`src/rtl/assert_macros.svh`:
```
// Assertion macros shared by the RTL of the word-bounded pattern counter.
`ifndef ASSERT_MACROS_SVH
`define ASSERT_MACROS_SVH

// Same-cycle implication, sampled on clk and disabled during reset.
`define ASSERT_IMPLY(label, ante, cons, msg) \
	label: assert property (@(posedge clk) disable iff (!arst_n) (ante) |-> (cons)) \
		else $error(msg);

// Next-cycle implication, sampled on clk and disabled during reset.
`define ASSERT_NEXT(label, ante, cons, msg) \
	label: assert property (@(posedge clk) disable iff (!arst_n) (ante) |=> (cons)) \
		else $error(msg);

`endif

```
`src/rtl/wbpc_pkg.sv`:
```
// Package with constants, register layout and the separator test of the pattern counter.
`default_nettype none
package wbpc_pkg;

	localparam int NUM_PATTERNS_DEF    = 4;
	localparam int MAX_PATTERN_LEN_DEF = 4;
	localparam int COUNT_WIDTH_DEF     = 32;

	// Layout of one pattern register.
	localparam int CFG_W          = 37;
	localparam int CHARS_IN_REG   = 4;
	localparam int LEN_LSB        = 32;
	localparam int LEN_W          = 3;
	localparam int LEFT_FREE_BIT  = 35;
	localparam int RIGHT_FREE_BIT = 36;

	// Separator byte ranges.
	localparam logic [7:0] SEP_CTRL_HI  = 8'h22;
	localparam logic [7:0] SEP_QUOTE_LO = 8'h27;
	localparam logic [7:0] SEP_QUOTE_HI = 8'h29;
	localparam logic [7:0] SEP_PUNCT_LO = 8'h2C;
	localparam logic [7:0] SEP_PUNCT_HI = 8'h2E;
	localparam logic [7:0] SEP_COLON    = 8'h3A;
	localparam logic [7:0] SEP_SEMI     = 8'h3B;
	localparam logic [7:0] SEP_QMARK    = 8'h3F;
	localparam logic [7:0] SEP_BQUOTE   = 8'h60;

	function automatic logic is_sep(input logic [7:0] b);
		logic r;
		r = (b <= SEP_CTRL_HI)
			|| (b >= SEP_QUOTE_LO && b <= SEP_QUOTE_HI)
			|| (b >= SEP_PUNCT_LO && b <= SEP_PUNCT_HI)
			|| (b == SEP_COLON) || (b == SEP_SEMI)
			|| (b == SEP_QMARK) || (b == SEP_BQUOTE);
		return r;
	endfunction

endpackage
`default_nettype wire

```
`src/rtl/wbpc_slot.sv`:
```
// Match test and saturating count update for one pattern slot.
`default_nettype none
module wbpc_slot #(
	parameter int MAX_PATTERN_LEN = wbpc_pkg::MAX_PATTERN_LEN_DEF,
	parameter int COUNT_WIDTH     = wbpc_pkg::COUNT_WIDTH_DEF,
	localparam int HIST_DEPTH     = MAX_PATTERN_LEN + 1,
	localparam int SEEN_W         = $clog2(MAX_PATTERN_LEN + 3)
) (
	input  wire logic [wbpc_pkg::CFG_W-1:0] pattern,
	input  wire logic [HIST_DEPTH:0][7:0]   window,   // [0] is the current byte
	input  wire logic [SEEN_W-1:0]          seen,
	input  wire logic                       last,
	input  wire logic [COUNT_WIDTH-1:0]     cnt,
	output logic      [COUNT_WIDTH-1:0]     cnt_next
);
	import wbpc_pkg::*;

	localparam int LEN_LIM = (MAX_PATTERN_LEN < CHARS_IN_REG) ? MAX_PATTERN_LEN : CHARS_IN_REG;
	localparam int CMP_W   = SEEN_W + 1;

	logic [LEN_W-1:0]       raw_len;
	logic [LEN_W-1:0]       eff_len;
	logic                   left_free;
	logic                   right_free;
	logic                   body_prev;
	logic                   body_cur;
	logic                   lsep_prev;
	logic                   lsep_cur;
	logic                   all_prev;
	logic                   all_cur;
	logic [CMP_W-1:0]       seen_x;
	logic [CMP_W-1:0]       seen_p1;
	logic [CMP_W-1:0]       len_x;
	logic                   hit_prev;
	logic                   hit_cur;
	logic [1:0]             inc;
	logic [COUNT_WIDTH:0]   sum;

	assign raw_len    = pattern[LEN_LSB +: LEN_W];
	assign eff_len    = (raw_len > LEN_W'(LEN_LIM)) ? '0 : raw_len;
	assign left_free  = pattern[LEFT_FREE_BIT];
	assign right_free = pattern[RIGHT_FREE_BIT];

	// For each possible length, compare the window at constant offsets and
	// pick the result of the configured length.
	always_comb begin
		body_prev = 1'b0;
		body_cur  = 1'b0;
		lsep_prev = 1'b0;
		lsep_cur  = 1'b0;
		for (int l = 1; l <= LEN_LIM; l++) begin
			all_prev = 1'b1;
			all_cur  = 1'b1;
			for (int i = 0; i < l; i++) begin
				if (window[l - i] != pattern[8*i +: 8]) all_prev = 1'b0;
				if (window[l - 1 - i] != pattern[8*i +: 8]) all_cur = 1'b0;
			end
			if (eff_len == LEN_W'(l)) begin
				body_prev = all_prev;
				body_cur  = all_cur;
				lsep_prev = is_sep(window[l + 1]);
				lsep_cur  = is_sep(window[l]);
			end
		end
	end

	assign seen_x  = CMP_W'(seen);
	assign seen_p1 = seen_x + CMP_W'(1);
	assign len_x   = CMP_W'(eff_len);

	// A match ending on the previous byte uses the current byte as its right side.
	assign hit_prev = (eff_len != '0) && (seen_x >= len_x) && body_prev
		&& (left_free || seen_x == len_x || lsep_prev)
		&& (right_free || is_sep(window[0]));

	// On the final byte, a match ending here has the buffer end on its right.
	assign hit_cur = (eff_len != '0) && last && (seen_p1 >= len_x) && body_cur
		&& (left_free || seen_p1 == len_x || lsep_cur);

	assign inc = {1'b0, hit_prev} + {1'b0, hit_cur};
	assign sum = {1'b0, cnt} + (COUNT_WIDTH + 1)'(inc);

	// Any carry out means the count passed all ones.
	assign cnt_next = sum[COUNT_WIDTH] ? '1 : sum[COUNT_WIDTH-1:0];

endmodule
`default_nettype wire

```
`src/rtl/word_bounded_pattern_counter.sv`:
```
// Top level of the word-bounded multi-pattern counter.
//
//   channel | direction | payload
//   s_axis  | in        | tdata[7:0] data_byte, tlast last_byte
//   m_axis  | out       | tdata[1:0] pattern_slot, tdata[33:2] match_count, tlast last_result
//   cfg     | in        | cfg_index selects pattern_N, cfg_data[36:0] its value
//
// Each byte waits in the input register and is folded from there into the window and
// the counters, so one byte is taken in every cycle while the input is not stalled.
// On the final byte of a buffer the counts move into an output bank that drains one
// result per transaction; the next buffer flows in meanwhile, and only its final
// byte waits while the bank still holds results.
// Reset clears the window, the counters, the pattern registers and all valid flags.
`default_nettype none
module word_bounded_pattern_counter #(
	parameter int NUM_PATTERNS    = wbpc_pkg::NUM_PATTERNS_DEF,
	parameter int MAX_PATTERN_LEN = wbpc_pkg::MAX_PATTERN_LEN_DEF,
	parameter int COUNT_WIDTH     = wbpc_pkg::COUNT_WIDTH_DEF,
	localparam int SLOT_W         = (NUM_PATTERNS > 1) ? $clog2(NUM_PATTERNS) : 1,
	localparam int OUT_W          = ((SLOT_W + COUNT_WIDTH + 7) / 8) * 8
) (
	input  wire logic                       clk,
	input  wire logic                       arst_n,
	input  wire logic                       s_tvalid,
	output logic                            s_tready,
	input  wire logic [7:0]                 s_tdata,   // [7:0] data_byte
	input  wire logic                       s_tlast,
	output logic                            m_tvalid,
	input  wire logic                       m_tready,
	output logic      [OUT_W-1:0]           m_tdata,   // pattern_slot, match_count, zero fill
	output logic                            m_tlast,
	input  wire logic                       cfg_we,
	input  wire logic [SLOT_W-1:0]          cfg_index,
	input  wire logic [wbpc_pkg::CFG_W-1:0] cfg_data
);
	import wbpc_pkg::*;

	localparam int HIST_DEPTH = MAX_PATTERN_LEN + 1;
	localparam int SEEN_CAP   = MAX_PATTERN_LEN + 2;
	localparam int SEEN_W     = $clog2(MAX_PATTERN_LEN + 3);

	logic [CFG_W-1:0]                         pattern_q [NUM_PATTERNS];
	logic                                     valid_s1;
	logic [7:0]                               data_s1;
	logic                                     last_s1;
	logic [HIST_DEPTH-1:0][7:0]               hist_q;
	logic [SEEN_W-1:0]                        seen_q;
	logic [COUNT_WIDTH-1:0]                   cnt_q     [NUM_PATTERNS];
	logic [COUNT_WIDTH-1:0]                   cnt_next  [NUM_PATTERNS];
	logic [COUNT_WIDTH-1:0]                   bank_q    [NUM_PATTERNS];
	logic                                     bank_valid_q;
	logic [SLOT_W-1:0]                        slot_q;
	logic [HIST_DEPTH:0][7:0]                 window;
	logic                                     adv;
	logic                                     pop;
	logic                                     bank_done;

	assign window = {hist_q, data_s1};

	assign pop       = bank_valid_q && m_tready;
	assign bank_done = pop && (slot_q == SLOT_W'(NUM_PATTERNS - 1));
	assign adv       = valid_s1 && (!last_s1 || !bank_valid_q || bank_done);
	assign s_tready  = !valid_s1 || adv;

	assign m_tvalid = bank_valid_q;
	assign m_tdata  = OUT_W'({bank_q[0], slot_q});
	assign m_tlast  = (slot_q == SLOT_W'(NUM_PATTERNS - 1));

	for (genvar k = 0; k < NUM_PATTERNS; k++) begin : g_slot
		wbpc_slot #(
			.MAX_PATTERN_LEN(MAX_PATTERN_LEN),
			.COUNT_WIDTH    (COUNT_WIDTH)
		) u_slot (
			.pattern (pattern_q[k]),
			.window  (window),
			.seen    (seen_q),
			.last    (last_s1),
			.cnt     (cnt_q[k]),
			.cnt_next(cnt_next[k])
		);
	end

	always_ff @(posedge clk or negedge arst_n) begin
		if (!arst_n) begin
			for (int k = 0; k < NUM_PATTERNS; k++) pattern_q[k] <= '0;
		end else if (cfg_we) begin
			for (int k = 0; k < NUM_PATTERNS; k++) begin
				if (cfg_index == SLOT_W'(k)) pattern_q[k] <= cfg_data;
			end
		end
	end

	// Input register.
	always_ff @(posedge clk or negedge arst_n) begin
		if (!arst_n) begin
			valid_s1 <= 1'b0;
			last_s1  <= 1'b0;
			data_s1  <= '0;
		end else if (s_tready) begin
			valid_s1 <= s_tvalid;
			last_s1  <= s_tlast;
			data_s1  <= s_tdata;
		end
	end

	// Window, fill count and counters; the final byte clears them for the next buffer.
	always_ff @(posedge clk or negedge arst_n) begin
		if (!arst_n) begin
			hist_q <= '0;
			seen_q <= '0;
			for (int k = 0; k < NUM_PATTERNS; k++) cnt_q[k] <= '0;
		end else if (adv) begin
			if (last_s1) begin
				hist_q <= '0;
				seen_q <= '0;
				for (int k = 0; k < NUM_PATTERNS; k++) cnt_q[k] <= '0;
			end else begin
				hist_q <= {hist_q[HIST_DEPTH-2:0], data_s1};
				if (seen_q < SEEN_W'(SEEN_CAP)) seen_q <= seen_q + SEEN_W'(1);
				for (int k = 0; k < NUM_PATTERNS; k++) cnt_q[k] <= cnt_next[k];
			end
		end
	end

	// Output bank: loaded on the final byte, shifted down once per transaction.
	always_ff @(posedge clk or negedge arst_n) begin
		if (!arst_n) begin
			bank_valid_q <= 1'b0;
			slot_q       <= '0;
		end else if (adv && last_s1) begin
			bank_valid_q <= 1'b1;
			slot_q       <= '0;
		end else if (pop) begin
			if (bank_done) begin
				bank_valid_q <= 1'b0;
				slot_q       <= '0;
			end else begin
				slot_q <= slot_q + SLOT_W'(1);
			end
		end
	end

	always_ff @(posedge clk) begin
		if (adv && last_s1) begin
			for (int k = 0; k < NUM_PATTERNS; k++) bank_q[k] <= cnt_next[k];
		end else if (pop) begin
			for (int k = 0; k < NUM_PATTERNS - 1; k++) bank_q[k] <= bank_q[k + 1];
		end
	end

`include "assert_macros.svh"

	`ASSERT_NEXT(a_bank_load, adv && last_s1, m_tvalid && slot_q == '0, "bank not loaded on final byte")
	`ASSERT_NEXT(a_seen_clear, adv && last_s1, seen_q == '0 && hist_q == '0, "window not cleared")
	`ASSERT_NEXT(a_bank_drain, bank_done && !(adv && last_s1), !m_tvalid, "bank still valid after drain")

endmodule
`default_nettype wire

```
`config.mk`:
```
export PLATFORM = sky130hd
export DESIGN_NAME = word_bounded_pattern_counter
export DESIGN_NICKNAME = d
export VERILOG_FILES = /design/src/rtl/wbpc_pkg.sv /design/src/rtl/wbpc_slot.sv /design/src/rtl/word_bounded_pattern_counter.sv
export VERILOG_INCLUDE_DIRS = /design/src /design/src/rtl
export SDC_FILE = /design/constraint.sdc
export NUM_CORES = 1
export LEC_CHECK = 0
export BUFFER_PORTS_ARGS = -buffer_cell sky130_fd_sc_hd__buf_4
export CORE_AREA = 2 2 298 300
export DETAILED_ROUTE_END_ITERATION = 8
export DIE_AREA = 0 0 300 302
export PLACE_DENSITY = 0.62
export SLEW_MARGIN = 30
export SYNTH_ARGS = -nofsm -noshare
export SYNTH_HDL_FRONTEND = slang
export SYNTH_HIERARCHICAL = 1
export SYNTH_SLANG_ARGS = --single-unit
```
`constraint.sdc`:
```
create_clock -name clk -period 11.2 [get_ports clk]
set_input_delay 1.12 -clock clk [delete_from_list [all_inputs] [get_ports clk]]
set_output_delay 1.12 -clock clk [all_outputs]
set_load 0.02 [all_outputs]
```
==> flow_metrics.py <==
metrics = {
    "clock_tree": {
        "post_cts_resized": 0,
        "cts_root_buf": "clkbuf_16",
        "cts_max_path_buffers": 3,
        "cts_inserted_buffers": 54,
        "clk_latency_ns": 0.64,
        "h-tree-depth": 2,
        "cts_hold_buf": 0,
        "post_cts_buffers": 0,
        "cts_tree": "done",
        "clk_pin_slew_ns": 0.06,
        "cts.sinks": 460,
    },
    "layout": {
        "final_common_cell": "xnor2_1",
        "drive_gt1_frac": 0.1613,
        "final_cell_area_mm2": 0.03363,
        "mostFrequentLayoutCells": "xnor2_1 (355), dfrtp_1 (326), inv_1 (230)",
        "antenna_cells": 0,
        "finalNetCount": 3117,
        "fill_cells": 8594,
        "synthToLayoutAreaGrowth_pct": 10.91,
    },
    "global_route": {
        "antenna_found_initial": 1,
        "grt_use_total": 0.1972,
        "grt_pass1_vias": 21870,
        "grt_pass1_wl_mm": 138.6,
        "overflow": 0,
        "grt_max_degree": 133,
    },
    "detailed_routing": {
        "met2_length_mm": 40.77,
        "maxUsedRoutingLayer": "met4",
        "via_per_inst": 5.420,
        "routed_wl_mm": 90.59,
        "firstDrtPassIters": 5,
        "wl_met1_mm": 39.31,
        "drtIter0Drc": 2564,
        "met3_length_mm": 6.775,
        "drc": 0,
        "wl_per_cell_um": 21.40,
        "dr_total_vias": 22940,
        "ant_nets": 0,
    },
    "sta": {
        "setup_slack_ns": 4.908,
        "drv_slew": 0,
        "skew_ns": 0.03640,
        "hold_viol_final": 0,
        "fin_crit_ns": 6.292,
        "tightest_slew_ns": 0.9876,
        "setup_tns_ns": 0,
        "fin_hold_ws_ns": 0.4899,
        "max_slew_margin": 0.3416,
        "max_freq_mhz": 158.9,
        "setup_viol": 0,
        "grt_setup_unrepaired": "no",
        "finalCritPeriodShare": 0.5618,
    },
    "floorplan": {
        "placement_rows": 109,
        "die_h_um": 302,
        "die_w_um": 300,
        "core_area_mm2": 0.08756,
        "initial_core_util": 0.3463,
        "io_pins": 96,
        "dieArea_mm2": 0.09060,
    },
    "synthesis": {
        "synth-simple-area-share": 0.1778,
        "synth_edf_count": 128,
        "postSynthAreaPerCell_um2": 9.872,
        "yosysWarnings": 6,
        "synth.top_cell.area_share": 0.2740,
        "ys_seq_area_frac": 0.4008,
        "synth_async_sr_flop_share": 0.7217,
        "synth_cell_types": 73,
        "synth_top_family_by_area": "simple AND/OR/NAND/NOR gates",
        "synth_mux_area_frac": 0.1000,
        "synthTopCellsByArea": "dfrtp_1 (27%), edfxtp_1 (13%), xnor2_1 (10%)",
        "synthXorXnorAreaFrac": 0.1589,
        "synth_cells": 3071,
        "synth_fa_ha_area_frac": 0.01667,
        "synth_flop_cell": "dfrtp_1",
        "yosys.area.top_type": "dfrtp_1",
        "yosys_register_bits": 460,
        "synth_compound_area_frac": 0.07977,
        "syn-cell-area_mm2": 0.03032,
    },
    "run": {
        "drv_cap": 0,
    },
    "worst_setup_path": {
        "worstSetupStartpointType": "flop",
        "path_max_fanout": 29,
        "crit_start": "hist_q[0]",
        "critPathCaptureType": "flop",
        "r2r-start": "hist_q[0]",
        "required_ns": 11.70,
        "crit_type": "flop to flop",
        "cp.arrival_ns": 6.80,
    },
    "place": {
        "place_ws_ns": 5.260,
        "gp_congestion": 0.9913,
        "hpwl_mm": 58.98,
        "dpl_cell_area_mm2": 0.03181,
        "numPortBuffers": 89,
    },
    "pwr": {
        "vdd.ir_drop.worst_mv": 0.2127,
        "powerDensity_mw_per_mm2": 260.1,
        "power_uw": 8746,
        "power.leakage_uw": 0.01317,
    },
    "hold_path": {
        "min_path_type": "input port to asynchronous set/reset pin",
    },
    "outcome": {
        "status": "finished, final reports clean",
    },
}
==> final timing paths <==
check	endpoint	slack, ns	cells after the start
hold reg to reg	pattern_q[73]	0.51	1
setup reg to reg	bank_q[0][31]	4.91	18
min in group clk	pattern_q[73]	0.51	1
max in group asynchronous	cnt_q[117]	8.54	3
setup / recovery	bank_q[0][31]	4.91	18
hold / removal	pattern_q[57]	0.49	1
==> logic make-up after synthesis <==
logic type / after synthesis
flops: 460
buf+inv: 478
mux: 270
simple gates: 876
fa+ha+maj: 38
xor+xnor: 550
compound gates: 398
other cells: 1
==> flip-flops by register name, summed over array words and instances (netlist names) <==
register,count
bank_q,128
cnt_q,128
data_s1,8
hist_q,40
last_s1,1
m_tvalid,1
pattern_q,148
seen_q,3
slot_q,2
valid_s1,1
==> layout make-up <==
cell class | instances | area (um^2) | area share
multi-input cells | 2138 | 16210 | 0.4822
flip-flops and latches | 460 | 12160 | 0.3617
clock buffers | 74 | 1538 | 0.04573
well taps | 1165 | 1458 | 0.04335
repair buffers | 142 | 1114 | 0.03312
inverters | 230 | 863.3 | 0.02567
clock inverters | 24 | 275.3 | 0.008186
==> Yosys cell counts, drive strengths merged (15+ instances only) <==
cell type  number
xnor2         355
dfrtp         332
mux2          263
inv           230
o21ai         209
xor2          195
nand3b        184
clkbuf        181
nand2         171
edfxtp        128
nand4         112
nand3          75
buf            67
nor4           67
nor2           55
a21oi          52
nor2b          45
and3           35
ha             34
nor3           28
or4b           22
and2           18
nand4b         18
a31oi          16
nand2b         15
==> routing by layer <==
| metal | up-vias | GRT usage |
|---|---|---|
| met1 | 11280 | 0.2708 |
| li1 | 10580 | - |
| met5 | - | 0 |
| met2 | 880 | 0.3080 |
| met4 | 0 | 0.08179 |
| met3 | 210 | 0.03333 |
==> stage by stage <==
stage          cells  utilization
2_1_floorplan   3076            -
3_3_place_gp    4134       0.3629
3_5_place_dp    4135       0.3633
4_1_cts         4233       0.3840
5_1_grt         4233       0.3840
6_report        4233       0.3840
==> worst max-delay path: stages, from the launching register on <==
cell,delay (ns)
dfrtp_1,0.75
buf_4,0.46
xnor2_1,0.17
nand4_1,0.13
nor4_1,0.60
a21oi_1,0.16
a2111oi_0,0.82
o41ai_1,0.34
fa_1,0.59
inv_1,0.09
ha_1,0.25
nand3_2,0.15
nor4_4,0.51
nand3_4,0.19
or2_1,0.27
buf_4,0.25
nand2_1,0.11
mux2_2,0.16
mux2_2,0.14
==> where the power goes <==
group	internal [uW]	total, uW	switching [uW]
combinational	1580	3610	2030
clock	1050	1800	744
sequential	2430	3340	906
total	5070	8750	3680
(Power assumes the default switching activity.)
